--- config.mk ---
export PLATFORM = sky130hd
export DESIGN_NAME = bfki_front
export DESIGN_NICKNAME = d
export VERILOG_FILES = /design/src/hdl/bfki_pkg.sv /design/src/hdl/bfki_front.sv
export SDC_FILE = /design/constraint.sdc
export NUM_CORES = 1
export LEC_CHECK = 0
export ABC_AREA = 1
export BUFFER_PORTS_ARGS = -buffer_cell sky130_fd_sc_hd__buf_2
export CELL_PAD_IN_SITES_DETAIL_PLACEMENT = 1
export CELL_PAD_IN_SITES_GLOBAL_PLACEMENT = 1
export CORE_AREA = 2 2 374 376
export DETAILED_ROUTE_END_ITERATION = 10
export DIE_AREA = 0 0 376 378
export HOLD_SLACK_MARGIN = 0.12
export PLACE_DENSITY_LB_ADDON = 0.1
export SKIP_LAST_GASP = 1
export SLEW_MARGIN = 20
export SYNTH_ARGS = -nofsm -noshare
export SYNTH_HDL_FRONTEND = slang
export SYNTH_SLANG_ARGS = --single-unit
export TNS_END_PERCENT = 1
--- constraint.sdc ---
create_clock -name clock -period 2.3 [get_ports clock]
set_input_delay 0.23 -clock clock [delete_from_list [all_inputs] [get_ports clock]]
set_output_delay 0.23 -clock clock [all_outputs]
set_load 0.02 [all_outputs]
--- src/hdl/bfki_pkg.sv ---
// Shared types, constants and hash helpers for the Bloom k-mer insert unit.
`default_nettype none
package bfki_pkg;

   localparam int MaxKmer = 32;
   localparam int MaxHashes = 16;
   localparam int StoreBytes = 131072;
   localparam int KmerIdxW = $clog2(MaxKmer);
   localparam int HashIdxW = $clog2(MaxHashes);
   localparam int AddrW = $clog2(StoreBytes);
   localparam int BitIdxW = AddrW + 3;
   localparam int CsrDataW = 21;
   localparam logic [21:0] FullWidth = 22'(StoreBytes * 8);

   localparam logic [1:0] CMD_CHAR = 2'd0;
   localparam logic [1:0] CMD_SEED = 2'd1;
   localparam logic [1:0] CMD_READ = 2'd2;
   localparam logic [1:0] CMD_UNUSED = 2'd3;

   localparam logic [1:0] CSR_VECTOR_BITS = 2'd0;
   localparam logic [1:0] CSR_HASH_COUNT = 2'd1;
   localparam logic [1:0] CSR_KMER_SIZE = 2'd2;
   localparam logic [1:0] CSR_THRESHOLD = 2'd3;

   localparam logic [31:0] C1 = 32'hcc9e2d51;
   localparam logic [31:0] C2 = 32'h1b873593;

   typedef struct packed {
      logic [1:0] command;
      logic [7:0] kmer_char;
      logic [15:0] occurrence_count;
      logic [3:0] seed_slot;
      logic [31:0] seed_word;
      logic [16:0] byte_address;
   } req_type;

   typedef struct packed {
      logic result_kind;
      logic [19:0] set_index;
      logic [7:0] read_byte;
      logic last_of_run;
   } rsp_type;

   // Work handed from the front end to the hash/store back end.
   typedef struct packed {
      logic is_read;
      logic [AddrW-1:0] addr;
      logic addr_ok;
      logic [5:0] klen;
      logic [4:0] hc;
      logic [21:0] width;
   } job_type;

   function automatic logic [31:0] rotl(input logic [31:0] x, input int r);
      rotl = (x << r) | (x >> (32 - r));
   endfunction

endpackage
`default_nettype wire

--- src/hdl/bfki_front.sv ---
// Front end: collects k-mer characters, loads seeds, classifies commands into jobs.
`default_nettype none
module bfki_front (
   input wire logic clock,
   input wire logic reset,
   input wire logic accept,
   input wire bfki_pkg::req_type req,
   input wire logic [20:0] vector_bits,
   input wire logic [4:0] hash_count,
   input wire logic [5:0] kmer_size,
   input wire logic [15:0] threshold,
   output logic job_valid,
   output bfki_pkg::job_type job,
   output logic [7:0] kbuf [bfki_pkg::MaxKmer],
   output logic [31:0] seeds [bfki_pkg::MaxHashes]
);
   logic [5:0] char_count_ff, char_count_in;
   logic [5:0] klen;
   logic [4:0] hc;
   logic [21:0] width;
   logic done;

   // Clamp configuration to legal ranges.
   always_comb begin
      klen = (kmer_size == 6'd0) ? 6'd1 :
             (kmer_size > 6'(bfki_pkg::MaxKmer)) ? 6'(bfki_pkg::MaxKmer) : kmer_size;
      hc = (hash_count == 5'd0) ? 5'd1 :
           (hash_count > 5'(bfki_pkg::MaxHashes)) ? 5'(bfki_pkg::MaxHashes) : hash_count;
      width = (vector_bits == 21'd0 || {1'b0, vector_bits} > bfki_pkg::FullWidth) ?
              bfki_pkg::FullWidth : {1'b0, vector_bits};
      done = (7'(char_count_ff) + 7'd1) >= {1'b0, klen};
      char_count_in = char_count_ff;
      if (accept && req.command == bfki_pkg::CMD_CHAR) begin
         char_count_in = done ? 6'd0 : char_count_ff + 6'd1;
      end
   end

   // Character buffer and count.
   always_ff @(posedge clock) begin
      if (reset) begin
         char_count_ff <= '0;
      end else begin
         char_count_ff <= char_count_in;
      end
      if (accept && req.command == bfki_pkg::CMD_CHAR &&
          char_count_ff < 6'(bfki_pkg::MaxKmer)) begin
         kbuf[char_count_ff[bfki_pkg::KmerIdxW-1:0]] <= req.kmer_char;
      end
   end

   // Seed table, cleared at reset.
   always_ff @(posedge clock) begin
      if (reset) begin
         for (int i = 0; i < bfki_pkg::MaxHashes; i++) begin
            seeds[i] <= '0;
         end
      end else if (accept && req.command == bfki_pkg::CMD_SEED) begin
         seeds[req.seed_slot[bfki_pkg::HashIdxW-1:0]] <= req.seed_word;
      end
   end

   // Job issue to the back end.
   always_ff @(posedge clock) begin
      if (reset) begin
         job_valid <= 1'b0;
      end else begin
         job_valid <= accept && ((req.command == bfki_pkg::CMD_READ) ||
                      (req.command == bfki_pkg::CMD_CHAR && done &&
                       req.occurrence_count >= threshold));
      end
      job.is_read <= (req.command == bfki_pkg::CMD_READ);
      job.addr <= req.byte_address[bfki_pkg::AddrW-1:0];
      job.addr_ok <= 32'(req.byte_address) < bfki_pkg::StoreBytes;
      job.klen <= klen;
      job.hc <= hc;
      job.width <= width;
   end
endmodule
`default_nettype wire

==> metrics <==
Crit. Startpoint char_count_ff[0]; post-route setup TNS 0 ns; power density cells 827 mW/mm^2; Seq/Total Area, Yosys 0.680; vias per cell just over 4; Post-Route WL 147 mm; met2 usage 0.343; Crit path arrival time approximately 2.7 ns; Yosys cell types 31; Syn Inst Count around 2.9k; grt peak-use layer met2; Seq pwr share 0.459; Pins Over Slew Limit 0; Ports ~950; initial core utilization 0.203; die height 378 um; Max Fanout on Critical Path 5; Root Driver clkbuf_16; Hold Startpoint req[42]; max-cap check violation count 0; Critical Path RT 2.92 ns; FF-to-FF setup slack just over 0.2 ns; Yosys reg bits 825; Layout Utilization 0.288; GR Util met3 0.0709; Clock Path Buffers 3; clock latency on the worst-skew pair 0.72 ns; crit-path max cell delay 0.33 ns; GRT overflow 0; worst min-delay path class input pin to flop; All-Layer GR Usage 0.199; R2R depth 11; CTS buffer count around 100; Least-Margin Pin Slew between 0.9 and 1 ns; syn_nets just over 3k; CTS tree built; H-tree Lvls 3; clock sink count just over 800; hold path cells 3; Final Hold Viols 0; dominant cell type by area after synthesis dfxtp_1; slew margin rel. 0.382; internal power between 20 and 25 mW; r2r startpoint char_count_ff[0]; Die ar. 0.142 sq mm; Comb pwr share 0.051; vias in the first global route ~24k; Final setup viols 0; worst setup slack after layout 0.207 ns; CP Capture Type flop; share of the synthesized area in the top cell type 0.406; # DRC 0; DP Worst Slack 0.0886 ns; Core Region between 0.1 and 0.15 sq mm; maximum clock frequency 478 MHz; Post-Syn Area per Cell roughly 9.8 sq um; CP Launch Type flop; initial drt markers roughly 1.3k; RSZ-0062 raised after global routing no; period utilisation layout 0.910; Post-DRT Antenna Nets 0; layout cells sized above 1 0.313; Peak supply drop just under 500 uV; CP cell instances buf_4 > nand3_1 > nor2_1 > xor2_1 > ha_1 > a21o_1 > nor2_1 > nand3_1 > inv_2 > nand2_1 > a21oi_1; GR Layer Usage met1 0.227; Buffers on Ports about 950; area grow syn2layout 42.3%; outcome complete, no violations; initial antenna violation count 22; WS Path Type flop to flop; clock network fraction of design power 0.490; Min Hold Slack about 0.15 ns; CP top delay family simple AND/OR/NAND/NOR gates; TritonRoute pass-1 iters 5; global placement routability congestion between 0.7 and 0.8; buffer and inverter count on the worst path 2; Final HPWL DP about 100 mm; Slowest-stage cell, CP dfxtp_1; Switch Pwr between 8 and 9 mW; largest net degree at the start of global routing 75; crit path time final 2.09 ns; Switching Share 0.244; clock slew at the register clock pins of the worst setup and hold paths about 0.06 ns; P_leak between 15 and 20 nW; Rows approximately 140; overall via count from detail_route 24.1k; Worst Clk Skew 0.0318 ns; Wirelength per Cell between 20 and 25 um; first-pass GRT wire length roughly 200 mm; Synthesis Warnings 0; Worst path depth 11; nets 4,128; top post-synthesis cells by area dfxtp_1, edfxtp_1, nor2_1; die width around 380 um; Cell Area, Synth roughly 0.028 sq mm
-- worst paths after layout --
| check | endpoint |
|---|---|
| setup reg to reg | char_count_ff[2] |
| hold reg to reg | seeds[243] |
| hold / removal | seeds[377] |
| setup / recovery | char_count_ff[2] |
-- registers in the layout, indices dropped and copies added (netlist names) --
register	flops
kbuf	256
char_count_ff	6
job	50
seeds	512
job_valid	1
-- power groups by stage --
stage                     registers (mW)  clock network (mW)  logic (mW)
after floorplan                     15.6                   0       0.459
after global placement              15.5                   0        1.59
after detailed placement            15.5                   0        1.59
after CTS                           15.2                16.7        1.75
after global routing                15.2                17.3        1.84
final                               15.2                16.2        1.69
-- cell usage after synthesis, drive strengths merged --
library cell  number
conb               2
dfxtp            569
a21o               2
nand3             10
clkbuf            98
ha                28
a21oi            111
nand2             70
nor3               4
xor2               4
nor2             913
buf               92
clkinv             1
o21ai            517
and2               1
and3               1
nor4               3
inv              183
nand4              7
edfxtp           256
-- routing by layer --
metal,vias up,routed length (um)
met1,11700,58100
met5,-,0
met3,166,12600
met2,737,71400
li1,11600,-
met4,0,4530
-- logic make-up (layout without fill, tap and decap cells) --
kind of cell | Yosys count | count (layout) | share of synthesized area
simple gates | 1009 | 1009 | 0.140
compound gates | 630 | 630 | 0.113
other cells | 2 | 8 | 0.000268
fa+ha+maj | 28 | 28 | 0.0125
xor+xnor | 4 | 4 | 0.00125
buf+inv | 374 | 1553 | 0.0538
flops | 825 | 825 | 0.680
-- worst register-to-register path, cell delays in order (launching register included) --
cell	delay, ns
dfxtp_1	0.33
buf_4	0.13
nand3_1	0.10
nor2_1	0.14
xor2_1	0.26
ha_1	0.29
a21o_1	0.18
nor2_1	0.14
nand3_1	0.13
inv_2	0.13
nand2_1	0.06
a21oi_1	0.12
-- final cells by class --
type,instances,area (sq um)
fill,16100,98600
sequential,825,19100
multi-input combinational,1673,7510
timing repair buffer,1185,6990
clock buffer,145,2920
tap,1807,2260
inverter,184,699
clock inverter,39,442
antenna,6,15.0
-- metrics by stage --
step	power (mW)	instance area, sq um	cells
6_report	33.0	39900	5864
5_1_grt	34.3	39900	5858
4_1_cts	33.6	39900	5858
3_5_place_dp	17.1	35400	5561
3_3_place_gp	17.1	35400	5561
2_1_floorplan	16.1	28100	2872
-- what timing repair did --
action,4_1_cts,5_1_grt
setup endpoints to repair,0,5
gates resized for setup,0,4
setup buffers,0,0
hold buffers,113,0
hold endpoints to repair,455,0
-- layout by cell type (no fill, tap or decap), types with 23 or more instances in the layout --
master           n
buf_2          948
nor2_1         903
dfxtp_1        567
o21ai_0        475
edfxtp_1       256
inv_1          169
dlygate4sd3_1  113
a21oi_1        111
buf_4          109
clkbuf_16      101
nand2_1         66
o21ai_1         42
ha_1            28
clkbuf_8        23
No activity file was read; power rests on OpenSTA's default activity.
